### config.mk
export PLATFORM = sky130hd
export DESIGN_NAME = lsdb_queue
export DESIGN_NICKNAME = d
export VERILOG_FILES = /design/src/rtl/lsdb_pkg.sv /design/src/rtl/lsdb_queue.sv
export SDC_FILE = /design/constraint.sdc
export NUM_CORES = 1
export LEC_CHECK = 0
export ABC_CLOCK_PERIOD_IN_PS = 2000
export BUFFER_PORTS_ARGS = -buffer_cell sky130_fd_sc_hd__buf_2
export CAP_MARGIN = 30
export CELL_PAD_IN_SITES_DETAIL_PLACEMENT = 0
export CELL_PAD_IN_SITES_GLOBAL_PLACEMENT = 2
export CORE_MARGIN = 3
export CORE_UTILIZATION = 44
export DETAILED_ROUTE_END_ITERATION = 10
export MAX_ROUTING_LAYER = met4
export PLACE_DENSITY = 0.8
export SYNTH_ARGS = -nofsm -noshare
export SYNTH_HDL_FRONTEND = slang
export SYNTH_SLANG_ARGS = --single-unit
### constraint.sdc
create_clock -name clk -period 2 [get_ports clk]
set_input_delay 0.2 -clock clk [delete_from_list [all_inputs] [get_ports clk]]
set_output_delay 0.2 -clock clk [all_outputs]
set_load 0.05 [all_outputs]
### src/rtl/lsdb_pkg.sv
// Shared types and constants of the lidar sample decoder and binner.
package lsdb_pkg;

  localparam int ANGLE_BINS = 360;
  localparam int BIN_W      = 9;
  localparam int QDEPTH     = 4;
  localparam int QPTR_W     = 2;
  localparam int QCNT_W     = 3;

  localparam logic [BIN_W-1:0] BIN_LIMIT = 9'd360;
  localparam logic [BIN_W-1:0] BIN_LAST  = 9'd359;
  localparam logic [9:0]       ANG_WRAP  = 10'd360;

  // input action codes
  localparam logic ACT_BYTE = 1'b0;
  localparam logic ACT_READ = 1'b1;

  // result kind codes
  localparam logic KIND_SAMPLE = 1'b0;
  localparam logic KIND_READ   = 1'b1;

  // one operation handed from front to back
  typedef struct packed {
    logic             kind;
    logic [BIN_W-1:0] bin;
    logic [15:0]      distance;
    logic [5:0]       quality;
    logic             start;
  } op_t;

endpackage

### src/rtl/lsdb_queue.sv
// Short op queue between front and back.
module lsdb_queue (
  input  logic          clk,
  input  logic          rst_n,
  input  logic          push,
  input  lsdb_pkg::op_t push_op,
  input  logic          pop,
  output logic          empty,
  output logic          full,
  output lsdb_pkg::op_t head_op
);

  lsdb_pkg::op_t                 mem_r [lsdb_pkg::QDEPTH];
  logic [lsdb_pkg::QPTR_W-1:0]   wptr_r, rptr_r;
  logic [lsdb_pkg::QCNT_W-1:0]   cnt_r;

  assign empty   = (cnt_r == '0);
  assign full    = (cnt_r == lsdb_pkg::QCNT_W'(lsdb_pkg::QDEPTH));
  assign head_op = mem_r[rptr_r];

  always_ff @(posedge clk) begin
    if (push) begin
      mem_r[wptr_r] <= push_op;
    end
  end

  always_ff @(posedge clk) begin
    if (!rst_n) begin
      wptr_r <= '0;
      rptr_r <= '0;
      cnt_r  <= '0;
    end else begin
      if (push) begin
        wptr_r <= wptr_r + 1'b1;
      end
      if (pop) begin
        rptr_r <= rptr_r + 1'b1;
      end
      case ({push, pop})
        2'b10:   cnt_r <= cnt_r + 1'b1;
        2'b01:   cnt_r <= cnt_r - 1'b1;
        default: cnt_r <= cnt_r;
      endcase
    end
  end

endmodule

# --- Yosys cells after proc, flatten, opt, wreduce, memory -nomap -nowiden ---
# Memory sizes are Yosys's and may differ from the RTL's. A register that Yosys moved wholly into a read port is not among the register bits.
# Index checks and enable logic that the tools add are counted.
op_classes:
  shifts: 0
  add_sub_neg: 4
  n_reduce_logical: 2
  n_eq_ne: 3
  bitwise_logic: 0
  multipliers: 0
  n_div: 0
  order_cmp: 0
  mux: 5
op_table:
  columns: ["op", "count"]
  rows:
  - ["3-bit case mux with 2 select lines", 1]
  - ["2-bit by 1-bit adder with 2-bit output, second input constant", 2]
  - ["2-bit 2-to-1 mux", 2]
  - ["3-bit by 1-bit adder with 3-bit output, second input constant", 1]
  - ["3-bit == test, second input constant", 1]
  - ["3-bit logical NOT", 1]
  - ["3-bit by 1-bit subtractor with 3-bit output, second input constant", 1]
  - ["2-bit by 1-bit == test with 1-bit output, second input constant", 1]
  - ["2-bit == test, second input constant", 1]
  - ["1-bit 2-to-1 mux", 2]
  - ["2-bit nonzero test", 1]
totals:
  output_inout_bits: 35
  elab_cells: 18
  latch_bits: 0
  regBits: 7
  mem_count: 1
  inputBits: 37
  ramBits: 132
  romBits: 0
mem_list:
  columns: ["memory", "words", "word_bits", "read_ports", "rd_ports_with_merged_regs", "wr", "line_no", "text"]
  rows:
  - ["mem_r", 4, 33, 1, 1, 1, "lsdb_queue.sv:13", "lsdb_pkg::op_t mem_r [lsdb_pkg::QDEPTH];"]

# --- Depth between registers and ports, before layout ---
# Gate-level depths: netlist of run 1.
logic_depth:
  ltp_word: 3
  ltp_mapped: 7
  depth_no_buf: 7

# --- Worst setup path before layout of run 1 ---
# OpenSTA, ideal clock, no wires.
synth_timing:
  kind: "flip-flop to flip-flop"
  from: "reg wptr_r[0] in the netlist's numbering"
  to: "mem mem_r[2][0] in the netlist's numbering (enable)"
  path_buffers: 0
  slack_ns: 0.254
  path_stages_with_launch: 4
  period_less_slack_ns: 1.746
  setup_time_ns: 0.393
  required_time_ns: 1.607
  t_arrival_ns: 1.352
  path_cell_list: "dfxtp_1 inv_1 ha_1 and2_1"
synth_lines:
  columns: ["item", "line_no", "text"]
  rows:
  - ["from (decl)", "lsdb_queue.sv:14", "logic [lsdb_pkg::QPTR_W-1:0] wptr_r, rptr_r;"]
  - ["from (signal assigned)", "lsdb_queue.sv:34", "wptr_r <= wptr_r + 1'b1;"]
  - ["to (decl)", "lsdb_queue.sv:13", null]
# Straight into the memory's write port.

==> results.cfg, run 1 <==
[die]
num_rows = 39
die_y_um = 115
die_width_um = 115
initial_core_util_pct = 45.5
pin_count = 72
die_area_um2 = 13300
core_um2 = 11600

[clock_network]
cts_tree = yes
root_buffer = clkbuf_16
cts_buffers = 17
cts_sinks = 141
clockBufferDepth = 2
insertion_delay_ns = 0.41
cts.clk_slew.worst_paths_ns = 0.06
htree_levels = 4

[place]
portBuffers = 71
dpl-instance-area_um2 = 5790
place_hpwl_mm = 5.19
dp_cells = 432
gp_congestion = 0.698

[global_route]
grt_antenna_before_repair = 0
grt_pass1_wl_mm = 13.5
first_global_vias = 2555
track_usage_pct = 14.7
grt_max_degree = 34
grt_overflow = 0

[min_path]
hold_end = mem_r[3][13]$_DFFE_PP_
hold_class = input port to register
hold_depth = 1
hp-start = push_op[13]

[power_and_ir_drop]
p_total_mw = 8.08
power.density_nw_per_um2 = 1180
ir_drop_uv = 492
power.leakage_nw = 2.40

[sta]
maxSlewViolCount = 0
setup_tns_ns = 0
skew_ns = 0.00584
setup_viol = 0
worst_pin_slew_ns = 0.926
fmax_mhz = 511
layout_min_cycle_time_ns = 1.96
relSlewSlack_pct = 38.2
rsz0062_at_grt = true
timing.final.hold_violations = 0
post-route-period-util_pct = 97.9

[routing]
drc = 0
ant_nets = 0
drt_iter0_drc = 121
via_per_inst = 4.98
first_pass_iters = 4
wl_per_cell_um = 18.0
drt_wl_total_mm = 8.77
vias = 2430

[yosys]
ys_top_cells_by_area = edfxtp_1, mux4_2, dfxtp_1
yosysWarnings = 0
synthCells = 219
syn-cell-area_um2 = 5260
synth_top_area_cell = edfxtp_1
synth_cell_types = 22
synth.avg_cell_area_um2 = 24.0
synth_fp_nets = 262
ys_seq_area_share_pct = 78.8
ys_ff_latch = 141
yosysTopAreaCellShare_pct = 75.4

[finish]
layoutNonFillerInstCount = 488
nets = 375
design_area_um2 = 6830
antenna_cells = 0
layout-drive-gt1-share_pct = 42.0
final_common_cell = edfxtp_1
syn_to_final_growth_pct = 29.9
final_cell_mix = edfxtp_1, buf_2, mux4_2, dlygate4sd3_1, clkbuf_16

[worst_setup_path]
cp_max_fo = 9
critPathLaunchType = register
crit_type = register to output port
reg2reg_from = wptr_r[0]$_SDFFE_PN0P_
required_ns = 1.80
cp.arrival_ns = 1.76
end_kind = output port
rr_worst_depth = 3
rrSetupSlack_ns = 0.30
timing.rr.end = mem_r[2][14]$_DFFE_PP_

[flow_run]
cap_violations = 0

[status]
status = complete, no violations
[final cells by class]
type                    instances  area [um^2]
fillers                       828         4730
flip-flops and latches        141         4150
multi-input cells              64         1010
repair buffers                102          800
clock buffers                  18          429
clock inverters                14          246
well taps                     143          179
inverters                       6         22.5
[Yosys cell counts]
library cell,count
a21boi_0,1
and2_1,10
and3_1,1
buf_12,3
buf_2,3
buf_6,1
clkbuf_1,1
dfxtp_1,9
edfxtp_1,132
fa_1,1
ha_1,5
inv_1,6
mux2i_1,1
mux4_1,3
mux4_2,30
nand2_1,2
nor2b_1,1
nor3_1,1
o21ai_0,2
or3_1,1
xnor2_1,2
xor2_1,3
[kinds of logic after synthesis]
| family | synth area share, % |
|---|---|
| DFF | 78.8 |
| muxes | 14.5 |
| and+or+nand+nor | 1.78 |
| buffers and inverters | 2.14 |
| adders and majority gates | 1.57 |
| xor gates and xnor gates | 0.833 |
| AOI/OAI and AO/OA | 0.333 |
[worst max path at each step]
| stage | from | endpoint | depth (start not counted) |
|---|---|---|---|
| CTS | register | head_op[24] | 3 |
| global route | register | head_op[19] | 4 |
| finish | register | head_op[26] | 3 |
| floorplan | wptr_r[0]$_SDFFE_PN0P_ | mem_r[2][0]$_DFFE_PP_ | 3 |
| global placement | wptr_r[0]$_SDFFE_PN0P_ | mem_r[0][5]$_DFFE_PP_ | 3 |
| detailed placement | wptr_r[0]$_SDFFE_PN0P_ | mem_r[2][5]$_DFFE_PP_ | 3 |
[routing by layer]
| metal | GRT usage [%] | share of wire (%) | vias up |
|---|---|---|---|
| met3 | 4.58 | 5.5 | 12 |
| met5 | - | 0 | - |
| met1 | 17.9 | 44 | 1223 |
| met4 | 6.57 | 1.8 | 0 |
| li1 | - | - | 1130 |
| met2 | 22.6 | 49 | 65 |
[sequential cells by signal, summed over array words and instances (netlist names), named ones only]
name	cells
rptr_r	2
wptr_r	2
mem_r	132
cnt_r	3
[per-stage QoR]
stage / worst slack, ns / hold slack [ns] / util [%]
after floorplan: 0.254 / 0.299 / -
final: 0.0427 / 0.0135 / 59.1
after global routing: -0.00731 / 0.00606 / 59.1
after global placement: 0.278 / 0.415 / 50.0
after CTS: -0.00256 / 0.000154 / 58.3
after detailed placement: 0.244 / 0.418 / 50.0
[what timing repair did]
action | CTS | global route
endpoints found under the setup margin | 16 | 23
hold buffers | 20 | 0
buffers inserted | 4 | 0
gates resized for setup | 4 | 40
endpoints found under the hold margin | 77 | 0
[where the power goes]
group,internal [mW],switching (mW),leakage [nW],total (mW)
Sequential,3.39,0.0403,1.29,3.43
Clock,2.44,1.12,0.324,3.56
Combinational,0.410,0.687,0.793,1.10
[worst max-delay path: stages (launching register included)]
cell and delay, ns:
dfxtp_2 0.37, buf_12 0.16, mux4_1 0.60, buf_4 0.22
(Power assumes the default switching activity.)
==> run 2: changes to the inputs <==
--- a/config.mk
+++ b/config.mk
@@ -11,10 +11,11 @@
 export CELL_PAD_IN_SITES_DETAIL_PLACEMENT = 0
 export CELL_PAD_IN_SITES_GLOBAL_PLACEMENT = 2
 export CORE_MARGIN = 3
-export CORE_UTILIZATION = 44
+export CORE_UTILIZATION = 46
+export CTS_BUF_LIST = sky130_fd_sc_hd__clkbuf_2 sky130_fd_sc_hd__clkbuf_4 sky130_fd_sc_hd__clkbuf_8
 export DETAILED_ROUTE_END_ITERATION = 10
 export MAX_ROUTING_LAYER = met4
-export PLACE_DENSITY = 0.8
+export PLACE_DENSITY = 0.83
 export SYNTH_ARGS = -nofsm -noshare
 export SYNTH_HDL_FRONTEND = slang
 export SYNTH_SLANG_ARGS = --single-unit
==> run 2 against run 1 <==
Effect of this change: combinational power increased by 5%; sequential share of layout area increased by 0.82 points; clock power down 37%; first-iteration DRC count grew 5.0%; wire length decreased by 0.54%; final area down 1.2%; clock skew shrank 0.0015 ns; register-to-register slack about the same; via count increased by 0.37%; critical path depth unchanged; critical path type unchanged; largest power group is now sequential cells.
==> results.cfg, run 2 (synthesis gave the netlist of run 1 again) <==
[routing]
vias = 2439
drc = 0
ant_nets = 0
drt_wl_total_mm = 8.72
via_per_inst = 4.93
drt_iter0_drc = 127
wl_per_cell_um = 17.6
first_pass_iters = 4

[sta]
worst_slack_ns = 0.0619
setup_tns_ns = 0
worst_pin_slew_ns = 0.900
rsz0062_at_grt = true
layout_min_cycle_time_ns = 1.94
post-route-period-util_pct = 96.9
maxSlewViolCount = 0
relSlewSlack_pct = 40.0
skew_ns = 0.00432
whs_ns = 0.0949
fmax_mhz = 516
timing.final.hold_violations = 0
setup_viol = 0

[power_and_ir_drop]
p_clk_share_pct = 33.0
power.leakage_nw = 2.34
power_frac_seq_pct = 50.1
p_sw_mw = 1.77
pwr-share-comb_pct = 16.9
swShare_pct = 25.9
power.density_nw_per_um2 = 1020
ir_drop_uv = 434
p_int_mw = 5.08

[clock_network]
cts_sinks = 141
htree_levels = 4
cts_tree = yes
cts.clk_slew.worst_paths_ns = 0.08
insertion_delay_ns = 0.42
cts_buffers = 17
root_buffer = clkbuf_8
clockBufferDepth = 2

[worst_setup_path]
reg2reg_from = wptr_r[0]$_SDFFE_PN0P_
rrSetupSlack_ns = 0.31
required_ns = 1.80
rr_worst_depth = 3
critPathLaunchType = register
end_kind = output port
cp_max_fo = 5
timing.rr.end = mem_r[2][29]$_DFFE_PP_
cp.arrival_ns = 1.74
crit_type = register to output port

[finish]
layout-drive-gt1-share_pct = 41.0
largest_reg_flops = 132
final_common_cell = edfxtp_1
final_cell_mix = edfxtp_1, buf_2, dlygate4sd3_1, mux4_2, buf_6
reg_top3 = mem_r: 132 flops, cnt_r: 3 flops
syn_to_final_growth_pct = 28.3
nets = 384
layoutNonFillerInstCount = 495
top_register = mem_r
final_util_pct = 61.4

[die]
num_rows = 38
die_area_um2 = 12800
core_um2 = 11000
die_width_um = 113
initial_core_util_pct = 47.9
die_y_um = 113
pin_count = 72

[min_path]
hold_depth = 2
hp-start = rst_n
hold_class = input port to register
hold_end = cnt_r[1]$_SDFFE_PN0P_

[place]
dp_cells = 427
gp_congestion = 0.658
portBuffers = 71
dp_worst_setup_slack_ns = 0.261
place_hpwl_mm = 5.12

[status]
status = complete, no violations

[global_route]
grt_pass1_wl_mm = 14.0
grt_max_degree = 34
grt_antenna_before_repair = 1
grt_overflow = 0
track_usage_pct = 15.4
first_global_vias = 2690

[flow_run]
cap_violations = 0
## run 2: cell types whose count changed in the layout (fill, tap and decap cells not counted), moves of 4 or more
cell,change
buf_2,-14
clkbuf_16,-17
buf_6,+12
clkbuf_8,+17
bufinv_16,-4
dlygate4sd3_1,+13
## run 2: layer usage
| layer | track usage [%] | wire length [um] | vias to the layer above |
|---|---|---|---|
| met1 | 18.6 | 3690 | 1220 |
| met5 | - | 0 | - |
| met4 | 4.57 | 68 | 0 |
| met2 | 24.7 | 4500 | 63 |
| met3 | 5.24 | 463 | 8 |
| li1 | - | - | 1148 |
## run 2: area by class of cell
type	instances	area (um^2)
Multi-Input combinational cell	64	1000
Clock inverter	15	171
Tap cell	140	175
Antenna cell	1	2.50
Timing Repair Buffer	111	987
Fill cell	794	4240
Sequential cell	141	4150
Inverter	6	22.5
Clock buffer	17	234
## run 2: worst max-delay path, stage by stage (launching register included)
cell	delay, ns
dfxtp_4	0.42
buf_4	0.16
mux4_1	0.57
buf_6	0.18
## run 2: repair_timing
action,CTS,global route
hold endpoints to repair,132,0
setup endpoints to repair,30,27
gates cloned,1,0
setup buffers,2,0
hold buffers,33,0
gates resized for setup,31,42
## run 2: worst max path at each step
stage,from,end,cells after the start
floorplan,wptr_r[0]$_SDFFE_PN0P_,mem_r[2][0]$_DFFE_PP_,3
global placement,register,head_op[26],3
detailed placement,register,head_op[26],3
CTS,register,head_op[12],4
global route,register,head_op[5],3
finish,register,head_op[25],3
## run 2: power groups by stage
stage | clock network (mW) | logic, mW | registers [mW]
floorplan | 0 | 0.760 | 3.47
global placement | 0 | 0.973 | 3.49
detailed placement | 0 | 0.980 | 3.50
CTS | 2.33 | 1.12 | 3.43
global route | 2.46 | 1.22 | 3.44
finish | 2.26 | 1.16 | 3.43
## run 2: metrics by stage
step,instance area (um^2),power (mW)
final,6750,6.85
after global routing,6750,7.13
after CTS,6680,6.89
after detailed placement,5810,4.48
after global placement,5810,4.47
after floorplan,5260,4.23
==> run 3: changes to the inputs <==
--- a/config.mk
+++ b/config.mk
@@ -16,6 +16,7 @@
 export DETAILED_ROUTE_END_ITERATION = 10
 export MAX_ROUTING_LAYER = met4
 export PLACE_DENSITY = 0.83
+export RECOVER_POWER = 100
 export SYNTH_ARGS = -nofsm -noshare
 export SYNTH_HDL_FRONTEND = slang
 export SYNTH_SLANG_ARGS = --single-unit
==> run 3 against run 2 <==
Effect of this change: sequential share of layout area increased by 0.69 points; cell count unchanged; clock power about the same; die area unchanged; register-to-register slack got worse by 0.15 ns; wire length decreased by 0.46%; utilization decreased by 0.68 points; critical path depth unchanged; hold slack improved by 0.0013 ns; clock skew about the same; critical path type unchanged; largest power group unchanged.
==> results.cfg, run 3 (synthesis gave the netlist of run 1 again) <==
[finish]
layoutNonFillerInstCount = 495
reg_top3 = mem_r: 132 flops, cnt_r: 3 flops
final_util_pct = 60.8
top_register = mem_r
nets = 384
syn_to_final_growth_pct = 26.9
layout-drive-gt1-share_pct = 30.8
final_cell_mix = edfxtp_1, clkbuf_1, dlygate4sd3_1, mux4_2, buf_6
largest_reg_flops = 132
final_common_cell = edfxtp_1

[sta]
rsz0062_at_grt = true
maxSlewViolCount = 0
skew_ns = 0.00446
timing.final.hold_violations = 0
layout_min_cycle_time_ns = 1.94
post-route-period-util_pct = 97.0
worst_pin_slew_ns = 0.994
setup_tns_ns = 0
whs_ns = 0.0962
relSlewSlack_pct = 33.7
fmax_mhz = 516
setup_viol = 0

[min_path]
hold_depth = 2
hold_class = input port to register
hold_end = cnt_r[1]$_SDFFE_PN0P_
hp-start = rst_n

[routing]
ant_nets = 0
first_pass_iters = 4
via_per_inst = 4.99
drt_iter0_drc = 126
drt_wl_total_mm = 8.68
vias = 2468
wl_per_cell_um = 17.5
drc = 0

[die]
num_rows = 38
core_um2 = 11000
die_y_um = 113
initial_core_util_pct = 47.9
die_area_um2 = 12800
die_width_um = 113
pin_count = 72

[clock_network]
htree_levels = 4
root_buffer = clkbuf_8
cts_buffers = 17
cts_tree = yes
clockBufferDepth = 2
cts.clk_slew.worst_paths_ns = 0.08
insertion_delay_ns = 0.42
cts_sinks = 141

[worst_setup_path]
reg2reg_from = wptr_r[1]$_SDFFE_PN0P_
cp_max_fo = 5
rr_worst_depth = 4
cp.arrival_ns = 1.74
critPathLaunchType = register
cpLargestDelayFamily = multiplexers
crit_type = register to output port
end_kind = output port
required_ns = 1.80
timing.rr.end = mem_r[1][31]$_DFFE_PP_
critPathMaxStageDelay_ns = 0.57
worstPathCellList = buf_4, mux4_1, buf_6
critPathBufInv = 2
worst_path_max_delay_cell = mux4_1
rrSetupSlack_ns = 0.16

[power_and_ir_drop]
power_frac_seq_pct = 50.2
p_sw_mw = 1.77
pwr-share-comb_pct = 16.6
power.density_nw_per_um2 = 1020
p_total_mw = 6.83
swShare_pct = 25.9
p_clk_share_pct = 33.1
ir_drop_uv = 435
p_int_mw = 5.06
power.leakage_nw = 2.23

[global_route]
grt_overflow = 0
track_usage_pct = 15.4
grt_max_degree = 34
first_global_vias = 2690
grt_pass1_wl_mm = 14.0
grt_antenna_before_repair = 1

[status]
status = complete, no violations

[place]
portBuffers = 71
dp_cells = 427
place_hpwl_mm = 5.12
gp_congestion = 0.658

[flow_run]
cap_violations = 0
run 3: worst max-delay path by stage:
stage                                      start                    end  slack [ns]  depth (start not counted)
after floorplan           wptr_r[0]$_SDFFE_PN0P_  mem_r[2][0]$_DFFE_PP_        0.25                          3
after global placement                  register            head_op[26]        0.27                          3
after detailed placement                register            head_op[26]        0.26                          3
after CTS                               register            head_op[12]       -0.03                          4
after global routing                    register             head_op[5]       -0.01                          3
final                                   register            head_op[25]        0.06                          3
run 3: power groups by stage:
| stage | Combinational (mW) | Clock, mW | Sequential (mW) |
|---|---|---|---|
| global route | 1.21 | 2.46 | 3.45 |
| CTS | 1.12 | 2.33 | 3.43 |
| global placement | 0.973 | 0 | 3.49 |
| finish | 1.14 | 2.26 | 3.43 |
| floorplan | 0.760 | 0 | 3.47 |
| detailed placement | 0.980 | 0 | 3.50 |
run 3: metrics by stage:
stage	setup WS, ns	cell area [um^2]
6_report	0.0604	6670
5_1_grt	-0.0104	6670
4_1_cts	-0.0283	6680
3_5_place_dp	0.261	5810
3_3_place_gp	0.269	5810
2_1_floorplan	0.254	5260
run 3: routing by layer:
layer / vias to the layer above / global-route usage [%] / routed length, um
li1: 1150 / - / -
met1: 1240 / 18.6 / 3600
met2: 71 / 24.7 / 4500
met3: 7 / 5.24 / 507
met4: 0 / 4.57 / 64
met5: - / - / 0
run 3: final cells by class:
cell class                 instances  area [um^2]
fill                             806         4310
sequential                       141         4150
multi-input combinational         64         1000
timing repair buffer             111          912
clock buffer                      17          234
tap                              140          175
clock inverter                    15          171
inverter                           6         22.5
antenna                            1         2.50
run 3: what timing repair did:
item / 4_1_cts / 5_1_grt
hold buffers: 33 / 0
cloned: 1 / 0
endpoints found under the hold margin: 132 / 0
buffers inserted: 2 / 0
endpoints found under the setup margin: 30 / 27
resized for setup: 31 / 42
run 3: worst register-to-register path, delay by kind of cell (launching register included):
family | cells | cell delay (ns)
simple gates | 1 | 0.18
buf+inv | 2 | 0.64
flops | 1 | 0.38
fa+ha+maj | 1 | 0.17
