$ cat config.mk
export PLATFORM = sky130hd
export DESIGN_NAME = lsdb_front
export DESIGN_NICKNAME = d
export VERILOG_FILES = /design/src/rtl/lsdb_pkg.sv /design/src/rtl/lsdb_front.sv
export SDC_FILE = /design/constraint.sdc
export NUM_CORES = 1
export LEC_CHECK = 0
export BUFFER_PORTS_ARGS = -buffer_cell sky130_fd_sc_hd__buf_2
export CAP_MARGIN = 20
export CORE_MARGIN = 2
export CORE_UTILIZATION = 40
export CTS_BUF_LIST = sky130_fd_sc_hd__clkbuf_2 sky130_fd_sc_hd__clkbuf_4 sky130_fd_sc_hd__clkbuf_8
export CTS_CLUSTER_DIAMETER = 150
export DETAILED_ROUTE_END_ITERATION = 7
export PLACE_DENSITY = 0.67
export SLEW_MARGIN = 20
export SYNTH_ARGS = -nofsm -noshare
export SYNTH_HDL_FRONTEND = slang
export SYNTH_SLANG_ARGS = --single-unit
$ cat constraint.sdc
create_clock -name clk -period 4.6 [get_ports clk]
set_clock_uncertainty 0.15 [all_clocks]
set_input_delay 0.69 -clock clk [delete_from_list [all_inputs] [get_ports clk]]
set_output_delay 0.69 -clock clk [all_outputs]
set_load 0.05 [all_outputs]
$ cat src/rtl/lsdb_pkg.sv
// Shared types and constants of the lidar sample decoder and binner.
package lsdb_pkg;

  localparam int ANGLE_BINS = 360;
  localparam int BIN_W      = 9;
  localparam int QDEPTH     = 4;
  localparam int QPTR_W     = 2;
  localparam int QCNT_W     = 3;

  localparam logic [BIN_W-1:0] BIN_LIMIT = 9'd360;
  localparam logic [BIN_W-1:0] BIN_LAST  = 9'd359;
  localparam logic [9:0]       ANG_WRAP  = 10'd360;

  // input action codes
  localparam logic ACT_BYTE = 1'b0;
  localparam logic ACT_READ = 1'b1;

  // result kind codes
  localparam logic KIND_SAMPLE = 1'b0;
  localparam logic KIND_READ   = 1'b1;

  // one operation handed from front to back
  typedef struct packed {
    logic             kind;
    logic [BIN_W-1:0] bin;
    logic [15:0]      distance;
    logic [5:0]       quality;
    logic             start;
  } op_t;

endpackage

$ cat src/rtl/lsdb_front.sv
// Front end: byte window, sample check, angle binning and op generation.
module lsdb_front (
  input  logic                          clk,
  input  logic                          rst_n,
  input  logic                          cfg_wr_en,
  input  logic                          cfg_wr_data,
  input  logic                          accept,
  input  logic                          action,
  input  logic [7:0]                    rx_byte,
  input  logic [lsdb_pkg::BIN_W-1:0]    read_bin,
  output logic                          push,
  output lsdb_pkg::op_t                 push_op
);

  logic        scan_en_r;
  logic [7:0]  win_r [4];
  logic [7:0]  win_nxt [4];
  logic [2:0]  cnt_r, cnt_nxt;

  logic        ok;
  logic [14:0] q6;
  logic [15:0] q6_rnd;
  logic [9:0]  ang;
  logic [9:0]  ang_w;

  assign ok     = win_r[1][0] && (win_r[0][0] ^ win_r[0][1]);
  assign q6     = {win_r[2], win_r[1][7:1]};
  assign q6_rnd = {1'b0, q6} + 16'd32;
  assign ang    = q6_rnd[15:6];
  assign ang_w  = (ang >= lsdb_pkg::ANG_WRAP) ? (ang - lsdb_pkg::ANG_WRAP) : ang;

  always_comb begin
    win_nxt = win_r;
    cnt_nxt = cnt_r;
    push    = 1'b0;
    push_op = '0;
    if (accept) begin
      if (action == lsdb_pkg::ACT_READ) begin
        push         = 1'b1;
        push_op.kind = lsdb_pkg::KIND_READ;
        push_op.bin  = read_bin;
      end else if (scan_en_r) begin
        if (cnt_r < 3'd4) begin
          win_nxt[cnt_r[1:0]] = rx_byte;
          cnt_nxt             = cnt_r + 3'd1;
        end else if (ok) begin
          cnt_nxt          = 3'd0;
          push             = 1'b1;
          push_op.kind     = lsdb_pkg::KIND_SAMPLE;
          push_op.bin      = ang_w[8:0];
          push_op.distance = {rx_byte, win_r[3]};
          push_op.quality  = win_r[0][7:2];
          push_op.start    = win_r[0][0];
        end else begin
          // slide by one byte, keep four held
          win_nxt[0] = win_r[1];
          win_nxt[1] = win_r[2];
          win_nxt[2] = win_r[3];
          win_nxt[3] = rx_byte;
        end
      end
    end
  end

  always_ff @(posedge clk) begin
    if (!rst_n) begin
      scan_en_r <= 1'b0;
      cnt_r     <= 3'd0;
      for (int i = 0; i < 4; i++) begin
        win_r[i] <= 8'd0;
      end
    end else begin
      if (cfg_wr_en) begin
        scan_en_r <= cfg_wr_data;
      end
      cnt_r <= cnt_nxt;
      win_r <= win_nxt;
    end
  end

endmodule

Word level (Yosys, flattened, before mapping) --
Cells that the tools add are included.
Word-level totals: bits of input ports 23, output and inout port bits 34, bits in registers 36, word-level logic and storage cells 41
Operators by class: magnitude comparators 4, reductions and logical operators 5, bitwise logic cells 3, equality and inequality tests 1, add/subtract/negate cells 3, mux-type cells 19
Operators by type and width (number):
- 32-bit two-way mux | 5
- 33-bit two-way mux | 1
- 32-bit bitwise mux | 1
- 23-bit two-way mux | 1
- 15-bit by 6-bit adder with 16-bit output, second input constant | 1
- 8-bit demux with 2-bit select | 1
- 10-bit by 9-bit >= comparator with 1-bit output, second input constant | 1
- 10-bit two-way mux | 1
- 9-bit two-way mux | 1
- 9-bit subtractor, second input constant | 1
- 8-bit two-way mux | 1
- 4-bit AND reduction | 2
- 3-bit two-way mux | 2
- 1-bit two-way mux | 5
- 3-bit by 1-bit adder with 3-bit output, second input constant | 1
- 3-bit >= comparator, second input constant | 1
- 3-bit by 1-bit less-than comparator with 1-bit output, second input constant | 1
- 3-bit less-than comparator, second input constant | 1
- 2-bit NOT with 3-bit output | 1
- 1-bit logical AND | 2
- 2-bit by 1-bit != test with 1-bit output, second input constant | 1
- 2-bit nonzero test | 1
- 1-bit NOT | 1
- 1-bit XOR | 1

Longest topological paths before layout --
Gate-level depths: netlist of run 1.
word-level depth 8, gate-level depth with buffers 10, depth with buffers taken out 8

Least setup slack after synthesis of run 1 --
OpenSTA, ideal clock, no wires.
kind register -> output, start register win_r, in the netlist q6[5], end output port push_op[28] in the netlist's numbering, cell stages (with the launch flop) 11, arrival time 3.063 ns, data required time 3.760 ns, slack 0.697 ns, path buffers 2, cell sequence dfxtp_1 -> ha_1 -> buf_6 -> and4_4 -> buf_6 -> or4_1 -> a21oi_1 -> o21a_2 -> nor2_2 -> o21a_1 -> o31ai_1
RTL lines:
- start, declared | RTL line lsdb_front.sv:16 | logic [7:0] win_r [4];
- start signal, assigned | RTL line lsdb_front.sv:77 | win_r <= win_nxt;
- end, declared | RTL line lsdb_front.sv:12 | output lsdb_pkg::op_t push_op

==> impl_metrics.ini, run 1 <==
[outcome]
status = finished, final reports clean

[setup_path]
cp_max_fo = 8
crit_family = simple AND/OR/NAND/NOR gates
crit_path_start_kind = register
cpPeakStageDelay_ns = 0.41
r2r-end = q6[6]
cpMaxStageDelayCell = or4_1
worst-setup-path-type = reg2out
cp.buffers_inverters = 1
worstPathRequired_ns = 3.76
end_kind = primary output
ff2ff_setup_slack_ns = 1.92
crit-reg2reg-launch = scan_en_r
path_cells = ha_1 > and4_4 > or4_1 > a21oi_1 > o21a_2 > nor2_2 > o21a_1 > o31ai_1 > buf_2
worstPathArrival_ns = 2.70
r2r_cells = 5

[clock_tree]
cts_buffers = 5
cts_setup_buffers = 0
cts_tree = done
cts_hold_buf = 0
ctsHtreeMaxLevel = 2
clk_path_buf_depth = 2
root_buffer = clkbuf_8
path_clk_slew_ns = 0.07
clk-insertion-delay-late_ns = 0.29
ctsResizeCount = 0
cts_sinks = 36

[placed_design]
dpl.hpwl_um = 4300
gp_congestion = 0.898
place_area_mm2 = 0.00265
numPortBuffers = 56

[run]
cap_violations = 0

[timing]
fmax_mhz = 283
period_share = 0.769
period_needed_ns = 3.54
hold_viol = 0
rsz0062_at_grt = no
tightestPinTransition_ns = 1.03
relSlewSlack = 0.312
setup-tns-final_ns = 0
finalSetupViolCount = 0
slew_violations = 0

[layout]
fin_nets = 372
drive_gt1_frac = 0.215
area_growth_pct = 15.8
n_antenna_cell = 0
finalInstanceArea_mm2 = 0.00277

[routing]
wl_per_cell_um = 14.2
first_pass_iters = 4
num_vias = 2308
met1_length_um = 2850
final_antenna_net_count = 0
wirelength_um = 5950
routed.top_layer = met4
dr.first_iter.drc_count = 107
viasPerCell = 5.51
wl_met2_um = 2620
drc = 0
dr_wl_met3_um = 408

[logic_synthesis]
synth_nets = 333
synth_edf_count = 0
ys.warnings.count = 0
synth-main-ff-cell = dfxtp_1
synth_top_area_frac = 0.301
yosys-top-cells-area = dfxtp_1 (30%), o211a_1 (6.3%), and3_1 (5.8%), nand2_1 (5.6%), nor2_1 (4.9%)
synth.largest_area_cell = dfxtp_1
ys_ff_latch = 36
syn_inst = 304
synthArstFlopShare = 0
syn_area_mm2 = 0.00239
synth_cell_types = 46
avgSynthCellArea_um2 = 7.87
synth_seq_area_share = 0.301

[hold_path]
holdPathStages = 2
hold_end = win_r[26]
worst_hold_path_type = reg2reg
hp-start = win_r[26]

[floorplan]
die_w_um = 81.4
dieArea_mm2 = 0.00662
num_rows = 28
core-area_mm2 = 0.00585
ios = 57
die_h_um = 81.4
start_util = 0.409

[grt]
grt_pass1_vias = 2043
grt_first_pass_wirelength_um = 9850
grt-ovfl-total = 0
grt_max_degree = 43
grt_util_all_layers = 0.190
antenna_found_initial = 0

[power]
ir_drop_uv = 223
power_density_mw_per_mm2 = 246
leakagePower_nw = 1.37
power breakdown:
part | switching [W] | internal [W]
clock network | 0.000112 | 0.000191
registers | 0.00000217 | 0.000315
logic | 0.0000414 | 0.0000211
total | 0.000155 | 0.000527
cells in the final DEF (no fill, tap or decap), types with 4 or more instances in the layout:
cell | Yosys | layout
a211oi_1 | 8 | 8
a21oi_1 | 23 | 23
a22oi_1 | 9 | 9
and3_1 | 22 | 22
buf_2 | 5 | 56
clkbuf_8 | 0 | 7
dfxtp_1 | 36 | 36
ha_1 | 6 | 6
mux2i_1 | 11 | 11
nand2_1 | 36 | 36
nand3_1 | 6 | 6
nor2_1 | 31 | 31
nor2b_1 | 12 | 12
nor3_1 | 5 | 5
o211a_1 | 15 | 15
o21ai_0 | 4 | 4
o21ai_1 | 4 | 4
xnor2_1 | 7 | 7
xor2_1 | 5 | 5
metrics by stage:
step	cells	hold WS, ns	util	setup slack, ns	power, W
2_1_floorplan	304	0.314	-	0.697	0.000365
3_3_place_gp	411	0.333	0.452	1.45	0.000387
3_5_place_dp	411	0.339	0.452	1.39	0.000386
4_1_cts	419	0.355	0.474	1.06	0.000688
5_1_grt	419	0.378	0.474	0.855	0.000707
6_report	419	0.349	0.474	1.06	0.000682
per-layer routing:
metal,vias to the layer above,track usage
met5,-,0
met4,0,0.0508
met3,7,0.0300
met2,82,0.309
met1,1049,0.260
li1,1170,-
worst max path at each step:
| stage | from | endpoint | slack, ns | cells after the start |
|---|---|---|---|---|
| CTS | q6[5] | push_op[28] | 1.06 | 9 |
| finish | q6[5] | push_op[28] | 1.06 | 9 |
| detailed placement | q6[5] | push_op[28] | 1.39 | 9 |
| floorplan | q6[5] | push_op[28] | 0.70 | 10 |
| global route | q6[9] | push_op[28] | 0.86 | 8 |
| global placement | q6[5] | push_op[28] | 1.45 | 9 |
kinds of logic after synthesis:
| group | Yosys count | synth area share |
|---|---|---|
| AO/OA/AOI/OAI | 78 | 0.231 |
| XOR/XNOR | 12 | 0.0439 |
| adder cells (fa/ha/maj) | 6 | 0.0314 |
| buffers and inverters | 30 | 0.0638 |
| flip-flops | 36 | 0.301 |
| multiplexers | 11 | 0.0460 |
| AND/OR/NAND/NOR | 131 | 0.283 |
cells in the mapped netlist (2+ instances only):
master / instances
nand4_1: 3
nand2_1: 36
a22o_1: 2
clkbuf_1: 16
dfxtp_1: 36
o21ai_1: 4
nor2b_1: 12
buf_6: 4
nor2_2: 3
buf_2: 5
a31oi_1: 3
ha_1: 6
and3_1: 22
nor4b_1: 2
o211a_1: 15
xor2_1: 5
nor3_1: 5
xnor2_1: 7
a21oi_1: 23
o32ai_1: 2
o21ai_0: 4
nand3_1: 6
nand3b_1: 2
a22oi_1: 9
nor2_1: 31
o21bai_1: 2
inv_1: 3
a211oi_1: 8
mux2i_1: 11
state kept, by name (all words and copies together), names as in the netlist:
name,cells
scan_en_r,1
cnt_r,3
q6,15
win_r,17
cell type report:
cell class / instances / area (um2)
Clock buffer: 7 / 96.3
Clock inverter: 1 / 30.0
Fill cell: 581 / 3080
Inverter: 4 / 15.0
Multi-Input combinational cell: 238 / 1520
Sequential cell: 36 / 721
Tap cell: 75 / 93.8
Timing Repair Buffer: 58 / 295
worst register-to-register path, stage by stage, from the launching register on:
cell and delay [ns]:
dfxtp_1 0.36, and3b_1 0.66, nand2_1 0.21, nor2_1 0.84
nor2_1 0.09, a211oi_1 0.26
Power figures use the tool's default switching activity.
==> inputs of run 2 (changes only) <==
==> constraint.sdc (replaced) <==
create_clock -name clk -period 3.59 [get_ports clk]
set_clock_uncertainty 0.15 [all_clocks]
set_input_delay 0.5385 -clock clk [delete_from_list [all_inputs] [get_ports clk]]
set_output_delay 0.5385 -clock clk [all_outputs]
set_load 0.05 [all_outputs]
==> impl_metrics.ini, run 2 (same netlist as run 1, synthesis figures left out) <==
[timing]
tightestPinTransition_ns = 0.685
setup-tns-final_ns = 0
finalSetupViolCount = 0
timing.final.ws_setup_ns = 0.190
period_share = 0.947
rsz0062_at_grt = no
period_needed_ns = 3.40
holdWs_ns = 0.347
slew_violations = 0
hold_viol = 0
fmax_mhz = 294
relSlewSlack = 0.543

[placed_design]
gp_congestion = 0.907
place_ws_ns = 0.511
dpl.hpwl_um = 4440
dpl.cell_count = 415
numPortBuffers = 56

[hold_path]
worst_hold_path_type = in2reg
hp-start = cfg_wr_data

[clock_tree]
root_buffer = clkbuf_8
ctsHtreeMaxLevel = 2
clk_path_buf_depth = 2
cts_sinks = 36
clk-insertion-delay-late_ns = 0.29
ctsResizeCount = 0
cts_hold_buf = 0
path_clk_slew_ns = 0.08
cts_setup_buffers = 0
cts_tree = done
cts_buffers = 5

[setup_path]
ff2ff_setup_slack_ns = 1.45
worst-setup-path-type = reg2out
r2r_cells = 6
cp-startpoint = q6[5]
r2r-end = win_r[31]
cp_max_fo = 8
endpoint = push_op[28]
crit_path_start_kind = register
worstPathRequired_ns = 2.90
worstPathArrival_ns = 2.71
end_kind = primary output
crit-reg2reg-launch = win_r[24]

[run]
cap_violations = 0

[floorplan]
start_util = 0.409
core-area_mm2 = 0.00585
ios = 57
die_w_um = 81.4
num_rows = 28
die_h_um = 81.4
dieArea_mm2 = 0.00662

[routing]
wl_per_cell_um = 14.6
final_antenna_net_count = 0
dr.first_iter.drc_count = 135
viasPerCell = 5.44
drc = 0
num_vias = 2300
wirelength_um = 6160
first_pass_iters = 4

[layout]
final_cell_mix = buf_2 (56), nand2_1 (36), dfxtp_1 (36)
largest_reg_flops = 17
final_common_cell = buf_2
drive_gt1_frac = 0.227
seqCellArea_um2 = 721
fin_util = 0.480
finalNonFillerCells = 423
n_antenna_cell = 0
area_growth_pct = 17.3
multi_input_area_mm2 = 0.00153
num-fill-cells = 586
top_register = win_r
fin_nets = 376

[power]
leakagePower_nw = 1.39
swShare = 0.229
power_density_mw_per_mm2 = 312
intPower_w = 0.000676
switchingPower_w = 0.000201
combPwrFrac = 0.093
power_frac_clock = 0.444
seqPwrFrac = 0.463
ir_drop_uv = 246

[grt]
grt_max_degree = 42
grt_util_all_layers = 0.195
grt_pass1_vias = 2082
grt_first_pass_wirelength_um = 10100
grt-ovfl-total = 0
antenna_found_initial = 0

[outcome]
status = finished, final reports clean
==> run 2: cell count changes in the layout (fill, tap and decap cells not counted) <==
cell     delta
buf_4       +4
o31ai_1     -1
o31ai_2     +1
==> run 2: metal layers <==
layer,vias to the layer above,part of all wire,global-route usage
met5,-,0,0
met4,0,0.0047,0.0508
met3,2,0.054,0.0300
met2,82,0.44,0.318
met1,1041,0.50,0.268
li1,1175,-,-
==> run 2: final cells by class <==
cell class | instances | area share
well taps | 75 | 0.0334
repair buffers | 62 | 0.116
clock buffers | 7 | 0.0343
inverters | 4 | 0.00535
flip-flops and latches | 36 | 0.257
clock inverters | 1 | 0.0107
multi-input cells | 238 | 0.543
==> run 2: through the flow <==
stage / power, W / cell area (um2)
6_report: 0.000876 / 2810
5_1_grt: 0.000905 / 2810
4_1_cts: 0.000885 / 2810
3_5_place_dp: 0.000496 / 2680
3_3_place_gp: 0.000496 / 2680
2_1_floorplan: 0.000468 / 2400
==> run 2: power by group through the flow <==
stage	clock network [W]	logic (W)	registers (W)
after floorplan	0	0.0000539	0.000414
after global placement	0	0.0000809	0.000415
after detailed placement	0	0.0000810	0.000415
after CTS	0.000397	0.0000817	0.000406
after global routing	0.000409	0.0000893	0.000406
final	0.000389	0.0000814	0.000406
==> run 2: worst min-delay path by stage <==
stage / endpoint / cells past startpoint
after global placement: q6[1] / 1
after CTS: scan_en_r / 3
after global routing: q6[0] / 1
final: scan_en_r / 3
after detailed placement: win_r[30] / 1
after floorplan: win_r[29] / 1
==> run 2: worst max-delay path, cell delays in order, from the launching register on <==
cell and delay, ns:
dfxtp_1 0.37, ha_1 0.31, and4_4 0.26, or4_1 0.39, a21oi_1 0.16, o21a_2 0.15
nor2_2 0.06, o21a_1 0.19, o31ai_2 0.23, buf_2 0.30
==> inputs of run 3 (changes only) <==
--- a/config.mk
+++ b/config.mk
@@ -7,12 +7,15 @@
 export LEC_CHECK = 0
 export BUFFER_PORTS_ARGS = -buffer_cell sky130_fd_sc_hd__buf_2
 export CAP_MARGIN = 20
+export CELL_PAD_IN_SITES_DETAIL_PLACEMENT = 2
+export CELL_PAD_IN_SITES_GLOBAL_PLACEMENT = 2
+export CORE_ASPECT_RATIO = 1.75
 export CORE_MARGIN = 2
-export CORE_UTILIZATION = 40
+export CORE_UTILIZATION = 32
 export CTS_BUF_LIST = sky130_fd_sc_hd__clkbuf_2 sky130_fd_sc_hd__clkbuf_4 sky130_fd_sc_hd__clkbuf_8
 export CTS_CLUSTER_DIAMETER = 150
 export DETAILED_ROUTE_END_ITERATION = 7
-export PLACE_DENSITY = 0.67
+export PLACE_DENSITY = 0.88
 export SLEW_MARGIN = 20
 export SYNTH_ARGS = -nofsm -noshare
 export SYNTH_HDL_FRONTEND = slang
==> impl_metrics.ini, run 3 (same netlist as run 1, synthesis figures left out) <==
[power]
combPwrFrac = 0.104
leakagePower_nw = 1.39
power_density_mw_per_mm2 = 291
power.total_w = 0.000818
seqPwrFrac = 0.496
intPower_w = 0.000602
ir_drop_uv = 215
power_frac_clock = 0.401
swShare = 0.264
switchingPower_w = 0.000216

[grt]
grt_max_degree = 42
grt-ovfl-total = 0
grt_first_pass_wirelength_um = 13600
grt_pass1_vias = 2578
antenna_found_initial = 0
grt_util_all_layers = 0.205

[floorplan]
start_util = 0.331
num_rows = 41
core-area_mm2 = 0.00723
dieArea_mm2 = 0.00821
ios = 57
die_h_um = 118
die_w_um = 69.4

[clock_tree]
root_buffer = clkbuf_8
clk_path_buf_depth = 2
path_clk_slew_ns = 0.07
cts_sinks = 36
cts_buffers = 5
cts_tree = done
clk-insertion-delay-late_ns = 0.30
ctsHtreeMaxLevel = 2

[hold_path]
worst_hold_path_type = in2reg

[outcome]
status = finished, final reports clean

[placed_design]
gp_congestion = 0.848
dpl.hpwl_um = 6170
dpl.cell_count = 427
numPortBuffers = 56

[routing]
first_pass_iters = 3
final_antenna_net_count = 0
drc = 0
wirelength_um = 8120
wl_per_cell_um = 18.7
viasPerCell = 5.58
dr.first_iter.drc_count = 46
num_vias = 2427

[layout]
top_register = win_r
drive_gt1_frac = 0.244
final_cell_mix = buf_2 (56), nand2_1 (36), dfxtp_1 (33)
largest_reg_flops = 17
seqCellArea_um2 = 724
finalNonFillerCells = 435
multi_input_area_mm2 = 0.00153
fin_util = 0.389
n_antenna_cell = 0
num-fill-cells = 874
fin_nets = 377
area_growth_pct = 17.5
final_common_cell = buf_2

[timing]
hold_viol = 0
fmax_mhz = 296
relSlewSlack = 0.517
tightestPinTransition_ns = 0.724
rsz0062_at_grt = no
slew_violations = 0
period_share = 0.942
period_needed_ns = 3.38
finalSetupViolCount = 0
setup-tns-final_ns = 0

[setup_path]
worstPathArrival_ns = 2.69
worstPathRequired_ns = 2.90
cp_max_fo = 10
crit_path_start_kind = register
end_kind = primary output
worst-setup-path-type = reg2out

[run]
cap_violations = 0
## run 3: stage by stage
step	hold WS (ns)	setup slack (ns)	area, um2
detailed placement	0.337	0.465	2700
global placement	0.331	0.584	2700
floorplan	0.314	0.257	2400
global route	0.381	0.0126	2810
finish	0.338	0.210	2810
CTS	0.337	0.121	2800
## run 3: power groups by stage
stage / Combinational (W) / Sequential [W] / Clock, W
CTS: 0.0000858 / 0.000406 / 0.000333
floorplan: 0.0000539 / 0.000414 / 0
global placement: 0.0000824 / 0.000415 / 0
global route: 0.0000932 / 0.000406 / 0.000347
detailed placement: 0.0000848 / 0.000415 / 0
finish: 0.0000848 / 0.000406 / 0.000328
## run 3: per-layer routing
| metal | routed length [um] | vias up | global-route usage |
|---|---|---|---|
| met5 | 0 | - | 0 |
| met4 | 297 | 0 | 0.102 |
| met3 | 215 | 16 | 0.0239 |
| met2 | 4430 | 59 | 0.381 |
| met1 | 3170 | 1175 | 0.224 |
| li1 | - | 1177 | - |
## run 3: path summary, 6_finish.rpt
kind / to / slack, ns / start / cells past startpoint
min reg2reg: win_r[29] / 0.35 / win_r[29] / 1
max reg2reg: win_r[24] / 1.39 / win_r[24] / 6
min: scan_en_r / 0.34 / cfg_wr_data / 3
max: push_op[28] / 0.21 / q6[7] / 8
## run 3: critical path, stage by stage (launching register included)
cell	delay, ns
dfxtp_1	0.56
nand3_4	0.20
or4_1	0.54
a21oi_1	0.17
o21a_2	0.15
nor2_2	0.06
o21a_1	0.19
o31ai_2	0.22
buf_2	0.30
## run 3: layout make-up
| class | count | area share |
|---|---|---|
| multi-input combinational | 238 | 0.546 |
| timing repair buffer | 63 | 0.118 |
| clock buffer | 8 | 0.0347 |
| sequential | 36 | 0.258 |
| tap | 86 | 0.0383 |
| inverter | 4 | 0.00534 |
## run 3: repair_timing
| item | 4_1_cts | 5_1_grt |
|---|---|---|
| hold buffers | 0 | 0 |
| gates resized for setup | 0 | 5 |
| setup endpoints to repair | 0 | 2 |
| setup buffers | 0 | 0 |
